===== config.mk =====
export PLATFORM = sky130hd
export DESIGN_NAME = acl_packet_reassembler_flat
export DESIGN_NICKNAME = d
export VERILOG_FILES = /design/src/hdl/aclr_pkg.sv /design/src/hdl/aclr_if.sv /design/src/hdl/aclr_parser.sv /design/src/hdl/aclr_out_stage.sv /design/src/hdl/acl_packet_reassembler.sv /design/src/flat_wrapper.sv
export SDC_FILE = /design/constraint.sdc
export NUM_CORES = 1
export LEC_CHECK = 0
export BUFFER_PORTS_ARGS = -buffer_cell sky130_fd_sc_hd__buf_2
export CORE_UTILIZATION = 46
export CTS_BUF_LIST = sky130_fd_sc_hd__clkbuf_4 sky130_fd_sc_hd__clkbuf_8 sky130_fd_sc_hd__clkbuf_16
export DETAILED_ROUTE_END_ITERATION = 10
export HOLD_SLACK_MARGIN = 0.05
export SLEW_MARGIN = 20
export SYNTH_ARGS = -nofsm -noshare
export SYNTH_HDL_FRONTEND = slang
export SYNTH_SLANG_ARGS = --single-unit

===== constraint.sdc =====
create_clock -name clk_i -period 5.3 [get_ports clk_i]
set_clock_uncertainty 0.2 [all_clocks]
set_input_delay 1.06 -clock clk_i [delete_from_list [all_inputs] [get_ports clk_i]]
set_output_delay 1.06 -clock clk_i [all_outputs]
set_load 0.01 [all_outputs]

===== src/hdl/aclr_pkg.sv =====
// Package for the ACL packet reassembler: field widths, codes and the result type.
`default_nettype none

package aclr_pkg;

  // Field widths
  localparam int unsigned ByteW  = 8;
  localparam int unsigned CountW = 12;
  localparam int unsigned LenW   = 16;
  localparam int unsigned ErrW   = 32;

  // Packet header layout: bytes 2 and 3 carry the little-endian payload length
  localparam logic [CountW-1:0] HdrLenLoPos = 12'd2;
  localparam logic [CountW-1:0] HdrLenHiPos = 12'd3;
  localparam logic [CountW-1:0] HdrFirstPos = 12'd0;
  localparam logic [LenW:0]     HeaderBytes = 17'd4;
  // Largest payload length whose packet length still fits in 16 bits
  localparam logic [LenW-1:0]   MaxPayload  = 16'hFFFB;

  // Input action codes
  typedef enum logic {
    ACT_DATA       = 1'b0,
    ACT_LINK_RESET = 1'b1
  } action_e;

  // Result kinds
  typedef enum logic {
    KIND_DATA  = 1'b0,
    KIND_ABORT = 1'b1
  } kind_e;

  // One result item
  typedef struct packed {
    kind_e             kind;
    logic [ByteW-1:0]  out_byte;
    logic              packet_first;
    logic              packet_last;
    logic [ErrW-1:0]   overflow_errors;
  } res_t;

  // Result handed from the parser to the output stage
  typedef struct packed {
    logic vld;
    res_t res;
  } res_req_t;

endpackage

`default_nettype wire


===== src/hdl/aclr_if.sv =====
// Valid/ready channel interfaces for the reassembler's input bytes and results.
`default_nettype none

interface aclr_in_if;
  import aclr_pkg::*;

  logic                valid;
  logic                ready;
  logic                action;
  logic [ByteW-1:0]    byte_value;
  logic                chunk_first;
  logic [CountW-1:0]   chunk_length;

  modport source (
    output valid, action, byte_value, chunk_first, chunk_length,
    input  ready
  );
  modport sink (
    input  valid, action, byte_value, chunk_first, chunk_length,
    output ready
  );
endinterface

interface aclr_out_if;
  import aclr_pkg::*;

  logic                valid;
  logic                ready;
  logic                kind;
  logic [ByteW-1:0]    out_byte;
  logic                packet_first;
  logic                packet_last;
  logic [ErrW-1:0]     overflow_errors;

  modport source (
    output valid, kind, out_byte, packet_first, packet_last, overflow_errors,
    input  ready
  );
  modport sink (
    input  valid, kind, out_byte, packet_first, packet_last, overflow_errors,
    output ready
  );
endinterface

`default_nettype wire


===== src/hdl/aclr_parser.sv =====
// Per-byte parser: chunk and packet counters, overflow checks, result generation.
`default_nettype none

module aclr_parser #(
  parameter int unsigned BUFFER_BYTES = 2048
) (
  input  wire logic                          clk_i,
  input  wire logic                          rst_ni,
  input  wire logic                          take_i,
  input  wire logic                          action_i,
  input  wire logic [aclr_pkg::ByteW-1:0]    byte_value_i,
  input  wire logic                          chunk_first_i,
  input  wire logic [aclr_pkg::CountW-1:0]   chunk_length_i,
  output aclr_pkg::res_req_t                 res_o
);
  import aclr_pkg::*;

  localparam logic [CountW:0] BufLimit = (CountW+1)'(BUFFER_BYTES);

  logic [CountW-1:0] held_q, held_d;
  logic [ByteW-1:0]  len_lo_q, len_lo_d;
  logic [LenW-1:0]   plen_q, plen_d;
  logic [CountW-1:0] skip_q, skip_d;
  logic [CountW-1:0] left_q, left_d;
  logic [ErrW-1:0]   err_q, err_d;

  logic [CountW-1:0] clen_eff;
  logic [CountW-1:0] left_src;
  logic [CountW-1:0] left_nxt;
  logic [LenW-1:0]   plen_cur;
  logic              go;

  // Next state and result for one request
  always_comb begin
    held_d   = held_q;
    len_lo_d = len_lo_q;
    plen_d   = plen_q;
    skip_d   = skip_q;
    left_d   = left_q;
    err_d    = err_q;
    go       = 1'b0;
    clen_eff = (chunk_length_i == '0) ? CountW'(1) : chunk_length_i;
    left_src = chunk_first_i ? clen_eff : left_q;
    left_nxt = left_src - CountW'(1);
    plen_cur = (held_q == HdrLenHiPos) ? {byte_value_i, len_lo_q} : plen_q;

    res_o.vld                 = 1'b0;
    res_o.res.kind            = KIND_ABORT;
    res_o.res.out_byte        = '0;
    res_o.res.packet_first    = 1'b0;
    res_o.res.packet_last     = 1'b0;

    if (action_i == ACT_LINK_RESET) begin
      // Link reset drops the partial packet and any open chunk
      held_d    = '0;
      skip_d    = '0;
      left_d    = '0;
      res_o.vld = (held_q != '0);
    end else if (chunk_first_i) begin
      skip_d = '0;
      left_d = '0;
      if (({1'b0, held_q} + {1'b0, clen_eff}) > BufLimit) begin
        // Chunk does not fit: discard it whole
        err_d     = err_q + ErrW'(1);
        held_d    = '0;
        skip_d    = clen_eff - CountW'(1);
        res_o.vld = (held_q != '0);
      end else begin
        go = 1'b1;
      end
    end else if (skip_q != '0) begin
      skip_d = skip_q - CountW'(1);
    end else if (left_q != '0) begin
      go = 1'b1;
    end

    // Forward a byte of an open chunk
    if (go) begin
      left_d = left_nxt;
      if (held_q == HdrLenLoPos) begin
        len_lo_d = byte_value_i;
      end
      if (held_q == HdrLenHiPos) begin
        plen_d = plen_cur;
      end
      if (held_q == HdrLenHiPos && plen_cur > MaxPayload) begin
        // Packet length would wrap 16 bits
        err_d     = err_q + ErrW'(1);
        held_d    = '0;
        skip_d    = left_nxt;
        left_d    = '0;
        res_o.vld = 1'b1;
      end else begin
        res_o.vld              = 1'b1;
        res_o.res.kind         = KIND_DATA;
        res_o.res.out_byte     = byte_value_i;
        res_o.res.packet_first = (held_q == HdrFirstPos);
        if (held_q >= HdrLenHiPos &&
            ({5'd0, held_q} + 17'd1) == (HeaderBytes + {1'b0, plen_cur})) begin
          held_d                = '0;
          res_o.res.packet_last = 1'b1;
        end else begin
          held_d = held_q + CountW'(1);
        end
      end
    end

    res_o.res.overflow_errors = err_d;
  end

  // State registers
  always_ff @(posedge clk_i or negedge rst_ni) begin
    if (!rst_ni) begin
      held_q   <= '0;
      len_lo_q <= '0;
      plen_q   <= '0;
      skip_q   <= '0;
      left_q   <= '0;
      err_q    <= '0;
    end else if (take_i) begin
      held_q   <= held_d;
      len_lo_q <= len_lo_d;
      plen_q   <= plen_d;
      skip_q   <= skip_d;
      left_q   <= left_d;
      err_q    <= err_d;
    end
  end

endmodule

`default_nettype wire


===== src/hdl/aclr_out_stage.sv =====
// Output register: holds one result request until the sink takes it.
`default_nettype none

module aclr_out_stage (
  input  wire logic                clk_i,
  input  wire logic                rst_ni,
  input  wire logic                take_i,
  input  wire aclr_pkg::res_req_t  res_i,
  output logic                     space_o,
  aclr_out_if.source               out_o
);
  import aclr_pkg::*;

  logic valid_q, valid_d;
  res_t res_q;

  // Room for a new result when empty or draining this cycle
  assign space_o = !valid_q || out_o.ready;

  always_comb begin
    valid_d = valid_q;
    if (take_i && res_i.vld) begin
      valid_d = 1'b1;
    end else if (out_o.ready) begin
      valid_d = 1'b0;
    end
  end

  always_ff @(posedge clk_i or negedge rst_ni) begin
    if (!rst_ni) begin
      valid_q <= 1'b0;
    end else begin
      valid_q <= valid_d;
    end
  end

  // Payload
  always_ff @(posedge clk_i) begin
    if (take_i && res_i.vld) begin
      res_q <= res_i.res;
    end
  end

  assign out_o.valid           = valid_q;
  assign out_o.kind            = res_q.kind;
  assign out_o.out_byte        = res_q.out_byte;
  assign out_o.packet_first    = res_q.packet_first;
  assign out_o.packet_last     = res_q.packet_last;
  assign out_o.overflow_errors = res_q.overflow_errors;

endmodule

`default_nettype wire


===== src/hdl/acl_packet_reassembler.sv =====
// Top level of the cut-through ACL packet reassembler.
//
// Takes one chunked byte per cycle and forwards it at once, marked with packet
// first/last, or emits an abort when a chunk overflows the BUFFER_BYTES
// partial-packet budget while a partial packet is held, a header's payload
// length would wrap 16 bits, or a link reset hits a partial packet. For each
// request the parser updates its counters and writes at most one result into
// a single output register, so a new byte is taken each cycle whenever that
// register is empty or being drained. Each result is valid in the next cycle.
// overflow_errors carries the running discard count after each result's update.
`default_nettype none

module acl_packet_reassembler #(
  parameter int unsigned BUFFER_BYTES = 2048
) (
  input  wire logic   clk_i,
  input  wire logic   rst_ni,
  aclr_in_if.sink     in_i,
  aclr_out_if.source  out_o
);
  import aclr_pkg::*;

  logic     space;
  logic     take;
  res_req_t res_req;

  assign in_i.ready = space;
  assign take       = in_i.valid && space;

  aclr_parser #(
    .BUFFER_BYTES (BUFFER_BYTES)
  ) u_parser (
    .clk_i          (clk_i),
    .rst_ni         (rst_ni),
    .take_i         (take),
    .action_i       (in_i.action),
    .byte_value_i   (in_i.byte_value),
    .chunk_first_i  (in_i.chunk_first),
    .chunk_length_i (in_i.chunk_length),
    .res_o          (res_req)
  );

  aclr_out_stage u_out_stage (
    .clk_i   (clk_i),
    .rst_ni  (rst_ni),
    .take_i  (take),
    .res_i   (res_req),
    .space_o (space),
    .out_o   (out_o)
  );

endmodule

`default_nettype wire


===== src/flat_wrapper.sv =====
// flat-port wrapper written by rule: the top's interface ports become plain ports
module acl_packet_reassembler_flat import aclr_pkg::*;
#(
  parameter int unsigned BUFFER_BYTES = 2048
)
  (clk_i, rst_ni, in_i_valid, in_i_action, in_i_byte_value, in_i_chunk_first, in_i_chunk_length, in_i_ready, out_o_valid, out_o_kind, out_o_out_byte, out_o_packet_first, out_o_packet_last, out_o_overflow_errors, out_o_ready);
  aclr_in_if in_i_i ();
  aclr_out_if out_o_i ();
  input  wire logic clk_i;
  input  wire logic rst_ni;
  input wire logic [$bits(in_i_i.valid)-1:0] in_i_valid;
  input wire logic [$bits(in_i_i.action)-1:0] in_i_action;
  input wire logic [$bits(in_i_i.byte_value)-1:0] in_i_byte_value;
  input wire logic [$bits(in_i_i.chunk_first)-1:0] in_i_chunk_first;
  input wire logic [$bits(in_i_i.chunk_length)-1:0] in_i_chunk_length;
  output wire logic [$bits(in_i_i.ready)-1:0] in_i_ready;
  output wire logic [$bits(out_o_i.valid)-1:0] out_o_valid;
  output wire logic [$bits(out_o_i.kind)-1:0] out_o_kind;
  output wire logic [$bits(out_o_i.out_byte)-1:0] out_o_out_byte;
  output wire logic [$bits(out_o_i.packet_first)-1:0] out_o_packet_first;
  output wire logic [$bits(out_o_i.packet_last)-1:0] out_o_packet_last;
  output wire logic [$bits(out_o_i.overflow_errors)-1:0] out_o_overflow_errors;
  input wire logic [$bits(out_o_i.ready)-1:0] out_o_ready;
  assign in_i_i.valid = in_i_valid;
  assign in_i_i.action = in_i_action;
  assign in_i_i.byte_value = in_i_byte_value;
  assign in_i_i.chunk_first = in_i_chunk_first;
  assign in_i_i.chunk_length = in_i_chunk_length;
  assign in_i_ready = in_i_i.ready;
  assign out_o_valid = out_o_i.valid;
  assign out_o_kind = out_o_i.kind;
  assign out_o_out_byte = out_o_i.out_byte;
  assign out_o_packet_first = out_o_i.packet_first;
  assign out_o_packet_last = out_o_i.packet_last;
  assign out_o_overflow_errors = out_o_i.overflow_errors;
  assign out_o_i.ready = out_o_ready;
  acl_packet_reassembler #(.BUFFER_BYTES(BUFFER_BYTES)) u_core (.clk_i(clk_i), .rst_ni(rst_ni), .in_i(in_i_i), .out_o(out_o_i));
endmodule

==> results.yml, run 1 <==
synth:
  syn-mean-instance-area_um2: 9.455
  async_flop_share_pct: 68.38
  yosys_warnings: 0
  synth.top_cells.by_area: "dfrtp_1, edfxtp_1, xnor2_1, xor2_1, nand2_1"
  number_of_synthesized_register_bits: 136
  ys_dominant_reg_cell: "dfrtp_1"
  synth_top_area_share_pct: 26.67
  synth.yosys.seq_area_share_pct: 41.46
  netlist_area_pre_place_mm2: 0.008727
  synth_fp_nets: 970
  yosysMostFrequentCell: "nand2_1"
  synth_top_area_cell: "dfrtp_1"
  netlist-cell-type-count: 71
  netlist_top_cells_count: "nand2_1, dfrtp_1, xnor2_1"
  synth_cells: 923
  synth_edf_count: 43
worst_setup_path:
  critical_path_sink_type: "register"
  critical_path_startpoint_category: "input pin"
  critical_path_required_ns: 5.40
  worst-path-max-fanout: 13
  timing.critical_path.arrival_ns: 4.86
  critical_path_class: "in2reg"
sta:
  max_clock_freq_mhz: 209.8
  pnr_worst_setup_slack_ns: 0.5326
  finalHoldViolCount: 0
  setup_viol_count_final: 0
  unrepaired_setup_endpoints_after_global_routing: "false"
  slew_viol_final: 0
  worst_slew_margin_relative_to_its_limit_pct: 28.49
  timing.setup.tns_ns: 0
  finalWorstPathRequiredPeriod_ns: 4.767
  fin_hold_ws_ns: 0.2978
  min_period_over_period_pct: 89.95
  tightest_slew_ns: 1.070
grt:
  first_global_vias: 6723
  number_of_antenna_violations_at_the_first_check_in_global_routing: 0
  grt_max_degree: 59
  first_pass_grt_wire_length_um: 35360
  globalRouteOverflowTotal: 0
  grt_use_total_pct: 22.88
layout:
  area_delta_synth_final_pct: 14.82
  final_cell_count_no_fill: 1234
  layout.nets: 1034
  post-route-util_pct: 53.75
  post-route-cell-area_mm2: 0.01002
  layout-drive-gt1-share_pct: 18.00
  antennaDiodeCount: 0
die:
  core_mm2: 0.01864
  die-width_um: 139.7
  die_height_um: 139.7
  pin_count: 71
  placement_rows: 50
  start_util_pct: 46.81
  dieArea_mm2: 0.01953
routing:
  post_detailed_route_via_to_cell_ratio: 5.667
  drc_errors: 0
  drt_first_pass_iters: 4
  postRouteAntennaNets: 0
  postRouteWirelength_um: 21330
  first_iter_violations: 331
  wl_per_cell_um: 17.28
  dr_total_vias: 6993
clocking:
  path_clk_slew_ns: 0.06
  ctsRootBufferMaster: "clkbuf_16"
  tritoncts: "yes"
  maximum_count_of_clock_buffers_along_a_single_path: 2
  post_cts_buffers: 0
  ctsHtreeMaxLevel: 4
  cts_buffer_count: 17
  number_of_buffers_added_to_fix_hold_violations_after_cts: 0
  post_cts_resized: 0
  cts.sinks: 136
  clkLatencyLatePin_ns: 0.43
placement:
  place_hpwl_um: 15240
  detailedPlace.worstSlack_ns: 0.1410
  place_congestion: 0.8837
  buffer_ports.inserted: 70
  dp_cells: 1202
  place_area_mm2: 0.009423
power:
  p_leak_nw: 4.244
  final_total_power_mw: 3.267
  power.density_mw_per_mm2: 326.1
  worst_case_vdd_ir_drop_uv: 241.8
job:
  maxCapViolations: 0
status:
  outcome: "finished, final reports clean"
worst_hold_path:
  worstHoldPathType: "reg2reg"
## area by class of cell
class	count	area (um^2)
Clock buffer	18	439.2
Clock inverter	14	158.9
Fill cell	1730	8622
Inverter	24	90.09
Multi-Input combinational cell	709	4801
Sequential cell	136	3618
Tap cell	234	292.8
Timing Repair Buffer	99	620.6
## logic make-up after synthesis
logic type,count (synthesis),share of synthesized area (%)
AND/OR/NAND/NOR,367,20.87
adder cells (fa/ha/maj),22,3.211
XOR/XNOR,124,12.44
buffers and inverters,78,3.713
multiplexers,59,7.240
AO/OA/AOI/OAI,137,11.05
flip-flops,136,41.46
## power breakdown
part / internal, mW / switching, mW
sequential: 1.24 / 0.123
clock: 0.681 / 0.513
combinational: 0.294 / 0.416
total: 2.22 / 1.05
## per-layer routing
metal	routed length, um	track usage, %	up-vias
met5	0	0	-
met4	222	5.899	0
met3	853	3.682	23
met2	10240	37.21	155
met1	10020	31.68	3372
li1	-	-	3443
## layout by cell type, fill, tap and decap left out, drive strengths merged, types with 6 or more instances in the layout
master and count:
a31oi 8, o211ai 6, nor3 41, a21boi 6, edfxtp 43, and2 16, o221ai 8, ha 20
nand3 45, nand4 15, buf 99, nor4 28, nor2 54, mux2 33, o21ai 33, clkbuf 18
or3 7, nand2 111, xnor2 66, nor3b 6, dfrtp 93, a21oi 23, mux2i 26, inv 31
and3 24, o31ai 8, xor2 58
## state kept, by name (all words and copies together), names as in the netlist
name / flops
u_core.u_parser.skip_q: 12
u_core.u_parser.left_q: 12
u_core.u_out_stage.out_o.packet_last: 1
u_core.u_parser.plen_q: 16
u_core.u_out_stage.out_o.kind: 1
u_core.u_out_stage.out_o.overflow_errors: 32
u_core.u_out_stage.out_o.valid: 1
u_core.u_out_stage.out_o.packet_first: 1
u_core.u_parser.err_q: 32
u_core.u_parser.held_q: 12
u_core.u_parser.len_lo_q: 8
u_core.u_out_stage.out_o.out_byte: 8
## critical path: stages
cell	delay [ns]
buf_2	0.15
nor2_1	0.07
a41oi_1	0.25
inv_1	0.09
ha_1	0.21
fa_1	0.40
a21oi_1	0.21
o211ai_1	0.17
a221oi_4	0.32
xnor2_1	0.12
a2111oi_2	0.39
a41oi_1	0.16
buf_4	0.22
a21boi_1	0.20
nand3_1	0.38
o311ai_0	0.45
## path summary, 6_finish.rpt
check,slack [ns],start,end,cells after the start
worst max register to register,0.59,u_core.u_parser.held_q[11]$_DFFE_PN0P_,u_core.u_parser.held_q[6]$_DFFE_PN0P_,13
worst min-delay path,0.30,u_core.u_out_stage.out_o.valid$_DFFE_PN0P_,u_core.u_out_stage.out_o.valid$_DFFE_PN0P_,1
worst min register to register,0.30,u_core.u_out_stage.out_o.valid$_DFFE_PN0P_,u_core.u_out_stage.out_o.valid$_DFFE_PN0P_,1
min in group asynchronous,0.52,rst_ni,u_core.u_parser.held_q[7]$_DFFE_PN0P_,1
worst max-delay path,0.53,in_i_chunk_length[1],u_core.u_parser.held_q[2]$_DFFE_PN0P_,16
max in group asynchronous,3.38,rst_ni,u_core.u_parser.held_q[1]$_DFFE_PN0P_,2
No activity file was read; power rests on OpenSTA's default activity.
==> run 2, diff against run 1 <==
--- a/config.mk
+++ b/config.mk
@@ -5,9 +5,9 @@
 export SDC_FILE = /design/constraint.sdc
 export NUM_CORES = 1
 export LEC_CHECK = 0
+export ABC_AREA = 1
 export BUFFER_PORTS_ARGS = -buffer_cell sky130_fd_sc_hd__buf_2
 export CORE_UTILIZATION = 46
-export CTS_BUF_LIST = sky130_fd_sc_hd__clkbuf_4 sky130_fd_sc_hd__clkbuf_8 sky130_fd_sc_hd__clkbuf_16
 export DETAILED_ROUTE_END_ITERATION = 10
 export HOLD_SLACK_MARGIN = 0.05
 export SLEW_MARGIN = 20
==> run 2 against run 1 <==
Against the previous run:
- the run now ends with design-rule violations left
- first-iteration DRC count grew 55%
- cell area grew 3.0%
- register-to-register slack gained 0.30 ns
- sequential share of layout area shrank 1.1 points
- total power grew 4.0%
- non-clock buffer count shrank 16
- combinational power grew 8.0%
- critical endpoint is now u_core.u_out_stage.out_o.overflow_errors[3]$_DFFE_PP_
- largest cell class unchanged
==> results.yml, run 2 <==
clocking:
  post_cts_buffers: 0
  post_cts_resized: 0
  path_clk_slew_ns: 0.06
  number_of_buffers_added_to_fix_hold_violations_after_cts: 0
  cts_buffer_count: 17
  maximum_count_of_clock_buffers_along_a_single_path: 2
  tritoncts: "yes"
  cts.sinks: 136
  ctsRootBufferMaster: "clkbuf_16"
  ctsHtreeMaxLevel: 4
  clkLatencyLatePin_ns: 0.43
layout:
  layout.nets: 1405
  antennaDiodeCount: 0
  num-fill-cells: 1963
  mostFrequentLayoutCells: "nand2_1, inv_1, nand3_1"
  layout-drive-gt1-share_pct: 11.60
  post-route-cell-area_mm2: 0.01033
  mostFrequentLayoutCell: "nand2_1"
  area_delta_synth_final_pct: 13.46
  final_cell_count_no_fill: 1636
routing:
  postRouteAntennaNets: 0
  drc_errors: 2
  dr_total_vias: 8325
  postRouteWirelength_um: 22980
  first_iter_violations: 514
  drt_first_pass_iters: 8
  post_detailed_route_via_to_cell_ratio: 5.089
  wl_per_cell_um: 14.05
placement:
  dp_cells: 1603
  place_hpwl_um: 16900
  place_congestion: 0.9253
  detailedPlace.worstSlack_ns: 0.4538
  buffer_ports.inserted: 70
  place_area_mm2: 0.009689
grt:
  first_pass_grt_wire_length_um: 37960
  grt_max_degree: 73
  grt_use_total_pct: 23.85
  number_of_antenna_violations_at_the_first_check_in_global_routing: 0
  first_global_vias: 7720
  globalRouteOverflowTotal: 0
worst_setup_path:
  timing.critical_path.arrival_ns: 4.38
  critical_path_sink_type: "register"
  critical_path_required_ns: 5.27
  r2r-start: "u_core.u_parser.held_q[0]$_DFFE_PN0P_"
  critical_path_startpoint_category: "register"
  worst-path-max-fanout: 36
  critical_path_class: "reg2reg"
  critical_path.startpoint: "u_core.u_parser.held_q[0]$_DFFE_PN0P_"
sta:
  pnr_worst_setup_slack_ns: 0.8940
  setup_viol_count_final: 0
  max_clock_freq_mhz: 227.0
  finalWorstPathRequiredPeriod_ns: 4.406
  worst_slew_margin_relative_to_its_limit_pct: 57.81
  timing.setup.tns_ns: 0
  min_period_over_period_pct: 83.13
  slew_viol_final: 0
  finalHoldViolCount: 0
  tightest_slew_ns: 0.6270
  unrepaired_setup_endpoints_after_global_routing: "false"
die:
  start_util_pct: 46.92
  core_mm2: 0.01940
  die_height_um: 142.7
  dieArea_mm2: 0.02035
  die-width_um: 142.7
  pin_count: 71
  placement_rows: 51
status:
  violations: "design-rule violations"
  outcome: "finished, violations left"
synth:
  synth_fp_nets: 1344
  syn-mean-instance-area_um2: 7.017
  ys_dominant_reg_cell: "dfrtp_1"
  async_flop_share_pct: 68.38
  synth.top_cells.by_area: "dfrtp_1, nand2_1, edfxtp_1, nand3_1, inv_1"
  netlist_top_cells_count: "nand2_1, inv_1, nand3_1"
  yosysMostFrequentCell: "nand2_1"
  synth_cells: 1297
  synth.yosys.seq_area_share_pct: 39.76
  synth_edf_count: 43
  netlist_area_pre_place_mm2: 0.009101
  synth_top_area_share_pct: 25.57
  netlist-cell-type-count: 48
  yosys_warnings: 0
  synth_top_area_cell: "dfrtp_1"
  number_of_synthesized_register_bits: 136
power:
  worst_case_vdd_ir_drop_uv: 248.6
  p_leak_nw: 5.169
  power.density_mw_per_mm2: 329.2
job:
  maxCapViolations: 0
worst_hold_path:
  worstHoldStart: "u_core.u_parser.plen_q[14]$_DFFE_PN0P_"
  worstHoldPathType: "reg2reg"
==> run 2: cell types whose count changed in the layout (fill, tap and decap cells not counted), sizes merged, moves of 17 or more <==
| cell | change |
|---|---|
| o21ai | +36 |
| xor2 | -25 |
| mux2i | -23 |
| and3 | -20 |
| nor4 | -17 |
| mux2 | -33 |
| inv | +137 |
| nand2 | +356 |
| nor2 | +54 |
| nand3 | +112 |
| nor3 | -19 |
| xnor2 | -59 |
==> run 2: through the flow <==
step / hold WS, ns / total power, mW / util, %
2_1_floorplan: 0.2492 / 1.908 / -
3_3_place_gp: 0.2622 / 2.156 / 49.95
3_5_place_dp: 0.2652 / 2.159 / 49.95
4_1_cts: 0.2828 / 3.420 / 53.13
5_1_grt: 0.3021 / 3.589 / 53.23
6_report: 0.2795 / 3.400 / 53.23
==> run 2: area by class of cell <==
| class | instances | area [um^2] | area share, % |
|---|---|---|---|
| multi-input cells | 957 | 4659 | 45.12 |
| repair buffers | 83 | 488.0 | 4.726 |
| inverters | 163 | 611.8 | 5.925 |
| flip-flops and latches | 136 | 3618 | 35.04 |
| clock inverters | 14 | 187.7 | 1.818 |
| well taps | 265 | 331.6 | 3.211 |
| clock buffers | 18 | 429.2 | 4.156 |
==> run 2: path summary, 6_finish.rpt <==
path	end	slack, ns	cells past startpoint
max	u_core.u_out_stage.out_o.overflow_errors[3]$_DFFE_PP_	0.89	18
min	u_core.u_parser.plen_q[14]$_DFFE_PN0P_	0.28	2
max reg2reg	u_core.u_out_stage.out_o.overflow_errors[3]$_DFFE_PP_	0.89	18
min in group asynchronous	u_core.u_parser.held_q[9]$_DFFE_PN0P_	0.40	1
min reg2reg	u_core.u_parser.plen_q[14]$_DFFE_PN0P_	0.28	2
max in group asynchronous	u_core.u_parser.len_lo_q[3]$_DFFE_PN0P_	3.81	2
==> run 2: cells by family after synthesis <==
logic type                 synth area share [%]
xor gates and xnor gates                  3.849
AOI/OAI and AO/OA                         6.159
buffers and inverters                     9.073
muxes                                    0.3300
adders and majority gates                 2.969
and+or+nand+nor                           37.86
DFF                                       39.76
==> run 2: report_power, final <==
part	switching (mW)	internal, mW	leakage (nW)
sequential	0.121	1.26	1.67
clock	0.499	0.753	0.292
combinational	0.502	0.264	3.20
==> run 2: routing by layer <==
metal  track usage, %  vias up  part of all wire, %  wire length [um]
met5                0        -                    0                 0
met4            7.131        0                  1.4               315
met3            3.421       29                  4.4              1010
met2            37.59      179                   45             10310
met1            33.87     3854                   49             11350
li1                 -     4263                    -                 -
==> run 2: critical path, stage by stage, from the launching register on <==
cell and delay (ns):
dfrtp_1 0.39, ha_1 0.34, nand2_2 0.15, nor2_4 0.07
nand2_4 0.19, buf_4 0.25, nand2_1 0.07, nand2_1 0.17
ha_1 0.28, nand2_1 0.14, nor2_2 0.18, nand4_2 0.19
nor3_2 0.39, nand4_4 0.31, nand2_4 0.41, buf_12 0.22
nand2_1 0.06, nand2_1 0.06, nand2_1 0.06
